--- src/assert_macros.svh ---
// Assertion macros used by the checker datapath, bsoc_dp.
// Define ASSERT_OFF to compile them away.
`ifndef ASSERT_MACROS_SVH
`define ASSERT_MACROS_SVH
`ifndef ASSERT_OFF
`define ASSERT_ALWAYS(lbl, clk, rst, cond, msg) \
   lbl: assert property (@(posedge clk) disable iff (rst) (cond)) else $error(msg);
`define ASSERT_IMPLIES(lbl, clk, rst, ante, cons, msg) \
   lbl: assert property (@(posedge clk) disable iff (rst) (ante) |-> (cons)) else $error(msg);
`else
`define ASSERT_ALWAYS(lbl, clk, rst, cond, msg)
`define ASSERT_IMPLIES(lbl, clk, rst, ante, cons, msg)
`endif
`endif

--- src/bsoc_pkg.sv ---
// Shared constants and types of the box/sphere obstacle checker.
// No dependencies.
`timescale 1ns / 1ps
package bsoc_pkg;
   localparam int MaxObstacles = 32;
   localparam int CoordBits    = 24;
   localparam int CsrIndexBits = 3;

   localparam logic [1:0] OP_ADD    = 2'd0;
   localparam logic [1:0] OP_CHECK  = 2'd1;
   localparam logic [1:0] OP_SENSE  = 2'd2;
   localparam logic [1:0] OP_EXISTS = 2'd3;

   localparam logic [CsrIndexBits-1:0] CSR_MIN_X = 3'd0;
   localparam logic [CsrIndexBits-1:0] CSR_MIN_Y = 3'd1;
   localparam logic [CsrIndexBits-1:0] CSR_MIN_Z = 3'd2;
   localparam logic [CsrIndexBits-1:0] CSR_MAX_X = 3'd3;
   localparam logic [CsrIndexBits-1:0] CSR_MAX_Y = 3'd4;
   localparam logic [CsrIndexBits-1:0] CSR_MAX_Z = 3'd5;

   typedef struct packed {
      logic load;
      logic issue;
      logic final_emit;
   } cmd_type;

   typedef struct packed {
      logic       adv;
      logic       walk_done;
      logic       pipe_empty;
      logic       out_free;
      logic [1:0] op;
   } status_type;
endpackage

--- src/bsoc_ctrl.sv ---
// Checker sequencer: accept, walk the table unless adding, deliver the final result.
// Depends on bsoc_pkg.
`timescale 1ns / 1ps
module bsoc_ctrl (
   input  logic                 clock,
   input  logic                 reset,
   input  logic                 req_valid,
   output logic                 req_stall,
   input  bsoc_pkg::status_type status,
   output bsoc_pkg::cmd_type    cmd
);
   localparam logic [1:0] ST_IDLE  = 2'd0;
   localparam logic [1:0] ST_WALK  = 2'd1;
   localparam logic [1:0] ST_FINAL = 2'd2;

   logic [1:0] state_ff, state_in;

   always_comb begin
      state_in       = state_ff;
      cmd.load       = 1'b0;
      cmd.issue      = 1'b0;
      cmd.final_emit = 1'b0;
      case (state_ff)
         ST_IDLE: begin
            if (req_valid) begin
               cmd.load = 1'b1;
               state_in = ST_WALK;
            end
         end
         ST_WALK: begin
            if (status.op == bsoc_pkg::OP_ADD) begin
               state_in = ST_FINAL;
            end else begin
               cmd.issue = status.adv && !status.walk_done;
               if (status.walk_done && status.pipe_empty) begin
                  state_in = ST_FINAL;
               end
            end
         end
         ST_FINAL: begin
            if (status.out_free) begin
               cmd.final_emit = 1'b1;
               state_in = ST_IDLE;
            end
         end
         default: state_in = ST_IDLE;
      endcase
   end

   always_ff @(posedge clock) begin
      if (reset) begin
         state_ff <= ST_IDLE;
      end else begin
         state_ff <= state_in;
      end
   end

   assign req_stall = (state_ff != ST_IDLE);
endmodule

--- config.mk ---
export PLATFORM = sky130hd
export DESIGN_NAME = bsoc_ctrl
export DESIGN_NICKNAME = d
export VERILOG_FILES = /design/src/assert_macros.svh /design/src/bsoc_pkg.sv /design/src/bsoc_ctrl.sv
export SDC_FILE = /design/constraint.sdc
export NUM_CORES = 1
export LEC_CHECK = 0
export ABC_AREA = 0
export BUFFER_PORTS_ARGS = -buffer_cell sky130_fd_sc_hd__buf_2
export CAP_MARGIN = 20
export CORE_AREA = 5 5 42 44
export DETAILED_ROUTE_END_ITERATION = 7
export DIE_AREA = 0 0 47 49
export PLACE_DENSITY = 0.33
export SYNTH_ARGS = -nofsm -noshare
export SYNTH_HDL_FRONTEND = slang
export SYNTH_SLANG_ARGS = --single-unit
--- constraint.sdc ---
create_clock -name clock -period 1 [get_ports clock]
set_clock_uncertainty 0.05 [all_clocks]
set_input_delay 0.2 -clock clock [delete_from_list [all_inputs] [get_ports clock]]
set_output_delay 0.2 -clock clock [all_outputs]
set_load 0.01 [all_outputs]
==> results of run 1 <==
==> metal layers <==
metal / part of all wire, % / global-route usage, %
met5: 0 / 0
met4: 3.2 / 6.91
met3: 17 / 1.48
met1: 44 / 5.02
met2: 36 / 5.20
==> final timing paths <==
check | endpoint | slack (ps) | cells after the start
worst max register to register | state_ff[0] | -130 | 3
worst min register to register | state_ff[0] | 520 | 2
worst min-delay path | state_ff[0] | 230 | 3
worst max-delay path | cmd[1] | -310 | 3
==> cell type report <==
cell class | instances | area share, %
Timing Repair Buffer | 13 | 31.6
Sequential cell | 2 | 15.8
Tap cell | 16 | 7.02
Clock buffer | 3 | 7.89
Inverter | 1 | 1.32
Multi-Input combinational cell | 12 | 36.4
==> report_power, final <==
group / internal, uW / switching [uW] / total [uW]
clock: 132 / 46.4 / 179
sequential: 87.9 / 8.62 / 96.5
combinational: 61.6 / 37.2 / 98.8
total: 282 / 92.1 / 374
==> stage by stage <==
step | TNS [ps] | instance area [um^2]
after floorplan | -3.89 | 148
after CTS | -1040 | 274
after global routing | -1270 | 285
after detailed placement | -239 | 228
after global placement | -202 | 228
final | -1050 | 285
==> cell usage after synthesis <==
cell	number
dfxtp_1	2
nor2_1	2
a31o_2	1
and3b_2	1
and4bb_2	1
inv_1	1
nor4b_1	1
o21a_1	1
o21ai_0	1
o2bb2ai_1	1
or2_2	1
or3b_1	1
or4b_1	1
==> cells by family after synthesis <==
logic type,count (synthesis),synth area share [%]
buffers and inverters,1,2.72
and+or+nand+nor,8,46.4
AOI/OAI and AO/OA,4,21.8
DFF,2,29.1
==> tightest hold or removal path: cells and delay by family <==
family | cells | cell delay [ps]
buffers and inverters | 1 | 110
and+or+nand+nor | 1 | 100
AOI/OAI and AO/OA | 1 | 50
==> timing repair <==
action	CTS	global route
buffers inserted	0	1
gates resized for setup	7	1
setup endpoints to repair	5	5
cloned	0	0
pin swaps	0	1
==> out/qor.txt, run 1 <==
Pre-CTS WS: -125 ps
WP buf/inv: 1
Final setup fails: 5
CP Cell Sequence: and4bb_2, o21a_1, buf_2
IO Port Bufs: 12
Core ar.: 1400 um^2
Share of post-route cells with drive strength above 1: 74.2%
Hold slack: 228 ps
Max clock buf depth: 2
Multi-input logic area: 104 um^2
Starting Density: 9.82%
Row cnt: 14
Placed cell count: 43
Max reg flops: 2
Leak: 0.000133 uW
Fillcell total: 162
Hold Buf Count CTS: 0
Maximum fanout along the worst path: 7
Overall Power: 374 uW
Largest net degree at the start of global routing: 8
GR Overflow Total: 0
Maximum clock rate: 761 MHz
Final-stage net count: 42
Share of the synthesized area in the top cell type: 29.1%
Peak supply drop: 268 uV
Synth Cell Area: 138 um^2
Worst setup startpoint: state_ff[1]
Die H: 49 um
Post-synth top area cell: dfxtp_1
Core Util, Final: 20.4%
Placer Congestion: 0.682
Register area share after synthesis: 29.1%
Dominant cells by area after synthesis: dfxtp_1 29%, and4bb_2 9.1%, and3b_2 7.3%
H-tree Lvls: 1
Post-DRT Antenna Nets: 0
Setup crit start kind: flip-flop
Most frequent cells in the layout: 9 x buf_2, 4 x buf_6, 3 x clkbuf_4
Initial antenna violation count: 0
RSZ-0062 raised after global routing: yes
Inserted Clock Buffers: 3
Cells after Synth: 15
Crit Path Category: flip-flop to output port
Clk Latency, worst-skew pair: 220 ps
Failing checks: negative setup slack
Slowest cell on the critical path: dfxtp_2
Max cap viols: 0
Worst stage delay on the critical path: 330 ps
Clock sink count: 2
First-pass GRT wire length: 696 um
Total die area: 2300 um^2
Setup crit end kind: output port
Reg area: 45.0 um^2
Post-route DRC: 0
Vias in the first global route: 191
Worst R2R Start: state_ff[0]
DR vias/cell: 3.70
Synth cell types: 13
Tmin final: 1310 ps
Hold Vio Cnt, Final: 0
Syn Nets: 24
Slew Limit Headroom: 83.6%
Gr usage total: 4.57%
WL/cell: 9.38 um
Clock slew at reported path FFs: 30 ps
Diodes inserted: 0
Slew Limit Fails: 0
Routed WL: 441 um
1st-iter DRT viols: 4
Ports: 13
Worst hold start: reset
Min-delay worst type: input pin to flip-flop
Synth Register Bits: 2
Worst slew pin tran: 242 ps
Via count of the routed design: 174
Clk root buf: clkbuf_4
Non-filler instance count after layout: 47
Final period utilization: 131%
Regs by FF count: state_ff: 2 flops
Die width: 47 um
Leading cell type in the layout, fill and taps excluded: buf_2
Pwr/cell area: 1310 nW/um^2
Syn-to-layout area delta: 107%
Synth warnings: 0
Delay-heaviest family, CP: flip-flops
Critical Path RT: 750 ps
CTS tree: done
Worst EP arrival: 1060 ps
Final worst slack: -315 ps
DR pass1 iterations: 2
Top reg by flops: state_ff
Outcome: complete, but fails checks
Syn_area_per_cell: 9.18 um^2
Note: power is estimated with default switching activity, not from simulation.
==> run 2, diff against run 1 <==
--- a/config.mk
+++ b/config.mk
@@ -12,6 +12,8 @@
 export DETAILED_ROUTE_END_ITERATION = 7
 export DIE_AREA = 0 0 47 49
 export PLACE_DENSITY = 0.33
+export RECOVER_POWER = 100
+export SKIP_CTS_REPAIR_TIMING = 1
 export SYNTH_ARGS = -nofsm -noshare
 export SYNTH_HDL_FRONTEND = slang
 export SYNTH_SLANG_ARGS = --single-unit
==> run 2 against run 1 <==
  * The flow still finishes with violations (negative setup slack)
  * Die area did not move
  * Fmax barely moved
  * Register-to-register slack barely moved
  * First-iteration DRC count did not move
  * Clock power barely moved
  * Worst hold slack improved by 6.5 ps
  * Core utilization fell by 0.63 points
  * Cell count did not move
  * Via count rose by 1.1%
  * Critical path type unchanged
  * Critical endpoint unchanged
  * Highest routed layer unchanged
==> out/qor.txt, run 2 (same netlist as run 1, synthesis figures left out) <==
Outcome: complete, but fails checks (unchanged)
Failing checks: negative setup slack (unchanged)
IO Port Bufs: 12 (unchanged)
Setup crit start kind: flip-flop (unchanged)
Slew Limit Fails: 0 (unchanged)
Slew Limit Headroom: 83.6% (about the same)
Min-delay worst type: input pin to flip-flop (unchanged)
Worst hold start: reset (unchanged)
Crit Path Category: flip-flop to output port (unchanged)
Max cap viols: 0 (unchanged)
Pwr/cell area: 1330 nW/um^2 (was 1310 nW/um^2)
GR peak layer: met4 (unchanged)
Dpl cell area: 228 um^2 (unchanged)
Clk Latency, worst-skew pair: 220 ps (about the same)
Regs by FF count: state_ff: 2 flops (unchanged)
DR vias/cell: 3.74 (was 3.70)
Most frequent cells in the layout: 10 x buf_2, 3 x clkbuf_4, 3 x buf_6 (was 9 x buf_2, 4 x buf_6, 3 x clkbuf_4)
Starting Density: 9.82% (unchanged)
Largest net degree at the start of global routing: 8 (unchanged)
First-pass GRT wire length: 683 um (was 696 um)
Inserted Clock Buffers: 3 (unchanged)
Vias in the first global route: 192 (was 191)
Share of post-route cells with drive strength above 1: 74.2% (unchanged)
Final-stage net count: 42 (unchanged)
Setup crit end kind: output port (unchanged)
Clk root buf: clkbuf_4 (unchanged)
Final instance area: 277 um^2 (was 285 um^2)
Via count of the routed design: 176 (was 174)
Top reg by flops: state_ff (unchanged)
Post-route DRC: 0 (unchanged)
Met2 Use GR: 5.20% (unchanged)
Leak: 0.000132 uW (was 0.000133 uW)
H-tree Lvls: 1 (unchanged)
Hold path endpoint: state_ff[0] (unchanged)
GR Overflow Total: 0 (unchanged)
Core ar.: 1400 um^2 (unchanged)
Tmin final: 1310 ps (about the same)
Diodes inserted: 0 (unchanged)
CTS tree: done (unchanged)
Gr usage total: 4.50% (was 4.57%)
Worst Reg-to-Reg Cells: 3 (unchanged)
Die width: 47 um (unchanged)
Final period utilization: 131% (about the same)
Maximum clock rate: 761 MHz (about the same)
Final setup fails: 5 (unchanged)
Leading cell type in the layout, fill and taps excluded: buf_2 (unchanged)
1st-iter DRT viols: 4 (unchanged)
Non-filler instance count after layout: 47 (unchanged)
Clock slew at reported path FFs: 30 ps (about the same)
Hold Vio Cnt, Final: 0 (unchanged)
Worst R2R Start: state_ff[0] (unchanged)
RSZ-0062 raised after global routing: yes (unchanged)
Final worst slack: -314 ps (was -315 ps)
Max reg flops: 2 (unchanged)
DR pass1 iterations: 4 (was 2)
Placed cell count: 43 (unchanged)
Total die area: 2300 um^2 (unchanged)
Clock sink count: 2 (unchanged)
Setup slack, reg-to-reg: -120 ps (was -130 ps)
Placer Congestion: 0.682 (unchanged)
Maximum fanout along the worst path: 7 (unchanged)
Routed WL: 444 um (was 441 um)
Worst EP arrival: 1060 ps (about the same)
Peak supply drop: 266 uV (was 268 uV)
Max clock buf depth: 2 (unchanged)
Reg2reg end: state_ff[0] (unchanged)
Grt met3 use: 1.48% (unchanged)
Row cnt: 14 (unchanged)
WL/cell: 9.45 um (was 9.38 um)
M1 GR Usage: 4.80% (was 5.02%)
Ports: 13 (unchanged)
Post-DRT Antenna Nets: 0 (unchanged)
Critical Path RT: 750 ps (about the same)
Die H: 49 um (unchanged)
Syn-to-layout area delta: 101% (was 107%)
WHS Path Cells: 3 (unchanged)
Initial antenna violation count: 0 (unchanged)
Worst slew pin tran: 242 ps (about the same)
Fillcell total: 163 (was 162)
run 2: per-layer routing:
metal	wire length (um)	part of all wire [%]	vias to the layer above
met4	14	3.2	0
met1	202	45	70
li1	-	-	90
met5	0	0	-
met2	160	36	14
met3	67	15	2
run 2: power by group:
| part | internal (uW) | total [uW] | switching [uW] |
|---|---|---|---|
| registers | 88.3 | 96.9 | 8.60 |
| logic | 55.5 | 91.6 | 36.1 |
| clock network | 132 | 179 | 46.5 |
| total | 276 | 367 | 91.3 |
run 2: stage by stage:
step	worst slack, ps	utilization, %	TNS, ps	hold WS (ps)	power [uW]
floorplan	-3.89	-	-3.89	331	136
global placement	-98.5	16.3	-202	474	169
detailed placement	-125	16.3	-239	475	172
CTS	-363	17.9	-1220	241	361
global route	-365	19.7	-1290	238	399
finish	-314	19.7	-1050	234	367
run 2: worst max-delay path, cell delays in order (launching register included):
cell,delay [ps]
dfxtp_2,330
and4bb_2,280
o21a_1,110
buf_2,120
run 2: area by class of cell:
class,instances,area [um^2],area share (%)
clock buffer,3,22.5,8.14
inverter,1,3.75,1.36
multi-input combinational,12,104,37.6
sequential,2,42.5,15.4
tap,16,20.0,7.24
timing repair buffer,13,83.8,30.3
run 2: how the worst max path moves through the flow:
stage                start          end  cells past startpoint
5_1_grt        state_ff[1]       cmd[1]                      3
4_1_cts        state_ff[1]       cmd[1]                      3
2_1_floorplan  state_ff[1]  state_ff[0]                      2
3_3_place_gp   state_ff[1]       cmd[1]                      3
6_report       state_ff[1]       cmd[1]                      3
3_5_place_dp   state_ff[0]       cmd[1]                      3
==> run 3, diff against run 2 <==
--- a/config.mk
+++ b/config.mk
@@ -5,7 +5,7 @@
 export SDC_FILE = /design/constraint.sdc
 export NUM_CORES = 1
 export LEC_CHECK = 0
-export ABC_AREA = 0
+export ABC_AREA = 1
 export BUFFER_PORTS_ARGS = -buffer_cell sky130_fd_sc_hd__buf_2
 export CAP_MARGIN = 20
 export CORE_AREA = 5 5 42 44
==> run 3 against run 2 <==
  * The flow still finishes with violations (negative setup slack)
  * Non-clock buffer count rose by 3
  * Sequential power fell by 7.3%
  * Register-to-register slack improved by 80 ps
  * Setup slack got worse by 36 ps
  * Fmax fell by 2.6%
  * Clock-buffer cell count did not move
  * Total power rose by 0.85%
  * Critical endpoint unchanged
==> out/qor.txt, run 3 <==
Peak supply drop: 372 uV (was 266 uV)
Share of the synthesized area in the top cell type: 29.6% (was 29.1%)
Delay-heaviest family, CP: flip-flops (unchanged)
Register area share after synthesis: 29.6% (was 29.1%)
CP Cell Sequence: inv_2, nor2_4, o21a_1, and3b_1, buf_2 (was and4bb_2, o21a_1, buf_2)
Non-filler instance count after layout: 56 (was 47)
Synth warnings: 0 (unchanged)
WL/cell: 8.11 um (was 9.45 um)
Final worst slack: -350 ps (was -314 ps)
Synth cell types: 11 (was 13)
Synth top cells by count: 5 x nand2_1, 4 x inv_1, 3 x nor2_1, 2 x dfxtp_1 (was 2 x dfxtp_1, 2 x nor2_1)
DR vias/cell: 3.59 (was 3.74)
Diodes inserted: 0 (unchanged)
Routed WL: 454 um (was 444 um)
Hold slack: 96.1 ps (was 234 ps)
Placed cell count: 52 (was 43)
Clk Latency, worst-skew pair: 220 ps (about the same)
IO Port Bufs: 12 (unchanged)
Die width: 47 um (unchanged)
DR pass1 iterations: 2 (was 4)
Synth Register Bits: 2 (unchanged)
WP buf/inv: 2 (was 1)
Slowest cell on the critical path: dfxtp_4 (was dfxtp_2)
Worst Reg-to-Reg Cells: 5 (was 3)
Syn Nets: 30 (was 24)
Cells after Synth: 21 (was 15)
Detail Placement HPWL: 355 um
Maximum clock rate: 741 MHz (was 761 MHz)
Via count of the routed design: 201 (was 176)
CTS tree: done (unchanged)
Post-synth top area cell: dfxtp_1 (unchanged)
Hold Vio Cnt, Final: 0 (unchanged)
GR Overflow Total: 0 (unchanged)
Core ar.: 1400 um^2 (unchanged)
Tmin final: 1350 ps (was 1310 ps)
First-pass GRT wire length: 690 um (was 683 um)
Worst stage delay on the critical path: 330 ps (about the same)
Max cap viols: 0 (unchanged)
Top reg by flops: state_ff (unchanged)
Max clock buf depth: 2 (unchanged)
Most common cell in the synthesized netlist: nand2_1
Clk root buf: clkbuf_4 (unchanged)
Leak: 0.000165 uW (was 0.000132 uW)
Synth Cell Area: 135 um^2 (was 138 um^2)
Largest net degree at the start of global routing: 4 (was 8)
Most frequent cells in the layout: 10 x buf_2, 4 x nand2_1, 3 x clkbuf_4, 3 x buf_6, 3 x buf_4 (was 10 x buf_2, 3 x clkbuf_4, 3 x buf_6)
Post-DRT Antenna Nets: 0 (unchanged)
Syn-to-layout area delta: 128% (was 101%)
Pwr/cell area: 1200 nW/um^2 (was 1330 nW/um^2)
Slew Limit Headroom: 90.1% (was 83.6%)
Worst path depth: 5 (was 3)
Post-route DRC: 0 (unchanged)
Starting Density: 9.64% (was 9.82%)
Placer Congestion: 0.616 (was 0.682)
Vias in the first global route: 198 (was 192)
Worst EP arrival: 1100 ps (was 1060 ps)
Die H: 49 um (unchanged)
Setup TNS: -1130 ps (was -1050 ps)
Worst slew pin tran: 147 ps (was 242 ps)
Failing checks: negative setup slack (unchanged)
Dominant cells by area after synthesis: dfxtp_1 30%, nand2_1 14%, inv_1 11% (was dfxtp_1 29%, and4bb_2 9.1%, and3b_2 7.3%)
Initial antenna violation count: 0 (unchanged)
Clock slew at reported path FFs: 30 ps (about the same)
Outcome: complete, but fails checks (unchanged)
H-tree Lvls: 1 (unchanged)
Number of synthesized flops with an enable pin: 0 (unchanged)
Final period utilization: 135% (was 131%)
Max reg flops: 2 (unchanged)
Slew Limit Fails: 0 (unchanged)
Setup crit end kind: output port (unchanged)
Share of post-route cells with drive strength above 1: 70.0% (was 74.2%)
Main synth FF type: dfxtp_1 (unchanged)
Setup crit start kind: flip-flop (unchanged)
Gr usage total: 4.57% (was 4.50%)
Row cnt: 14 (unchanged)
Critical Path RT: 750 ps (about the same)
Inserted Clock Buffers: 3 (unchanged)
Ports: 13 (unchanged)
Min-delay worst type: input pin to flip-flop (unchanged)
Final setup fails: 5 (unchanged)
Crit Path Category: flip-flop to output port (unchanged)
Syn_area_per_cell: 6.43 um^2 (was 9.18 um^2)
Core Util, Final: 22.0% (was 19.7%)
Pre-CTS WS: -130 ps (was -125 ps)
Leading cell type in the layout, fill and taps excluded: buf_2 (unchanged)
1st-iter DRT viols: 3 (was 4)
Total die area: 2300 um^2 (unchanged)
Maximum fanout along the worst path: 2 (was 7)
Clock sink count: 2 (unchanged)
Async SR Flop Fraction: 0% (unchanged)
Final-stage net count: 51 (was 42)
RSZ-0062 raised after global routing: yes (unchanged)
Regs by FF count: state_ff: 2 flops (unchanged)
WHS Path Cells: 2 (was 3)
run 3: cell count changes after synthesis, sizes merged:
cell / delta
a21oi: +1
and3: +1
nand2: +5
nor4b: -1
o2bb2ai: -1
or3b: -1
and4bb: -1
a31oi: +1
nor2: +2
a31o: -1
inv: +3
or2: -1
or4b: -1
run 3: final timing paths:
path	startpoint	to	slack, ps
worst max-delay path	state_ff[0]	cmd[1]	-350
worst min-delay path	reset	state_ff[0]	100
worst max register to register	state_ff[0]	state_ff[1]	-40
worst min register to register	state_ff[1]	state_ff[1]	590
run 3: report_power, final:
part | total, uW | internal, uW | switching, uW
Clock | 177 | 132 | 44.9
Sequential | 89.8 | 85.5 | 4.36
Combinational | 104 | 58.2 | 45.4
Total | 371 | 276 | 94.7
run 3: layout make-up:
type                            instances  area (um^2)
Clock buffer                            3         22.5
Fill cell                             169         1090
Inverter                                4         15.0
Multi-Input combinational cell         15         98.8
Sequential cell                         2         45.0
Tap cell                               16         20.0
Timing Repair Buffer                   16          106
run 3: logic make-up after synthesis:
| family | share of synthesized area [%] |
|---|---|
| flip-flops | 29.6 |
| buffers and inverters | 11.1 |
| AO/OA/AOI/OAI | 20.4 |
| AND/OR/NAND/NOR | 38.9 |
run 3: worst register-to-register path: cells and delay by family, from the launching register on:
| kind | cells | cell delay, ps |
|---|---|---|
| DFF | 1 | 330 |
| and+or+nand+nor | 3 | 240 |
| AOI/OAI and AO/OA | 1 | 170 |
| buffers and inverters | 1 | 130 |
run 3: through the flow:
step | instance area, um^2 | total power, uW
2_1_floorplan | 135 | 124
5_1_grt | 308 | 403
6_report | 308 | 371
4_1_cts | 260 | 360
3_3_place_gp | 238 | 168
3_5_place_dp | 238 | 167
run 3: metal layers:
metal	vias to the layer above	GRT usage, %	wire (um)
met4	0	5.53	0
met1	85	5.47	206
met2	11	4.98	208
met3	0	2.21	40
li1	105	-	-
met5	-	0	0
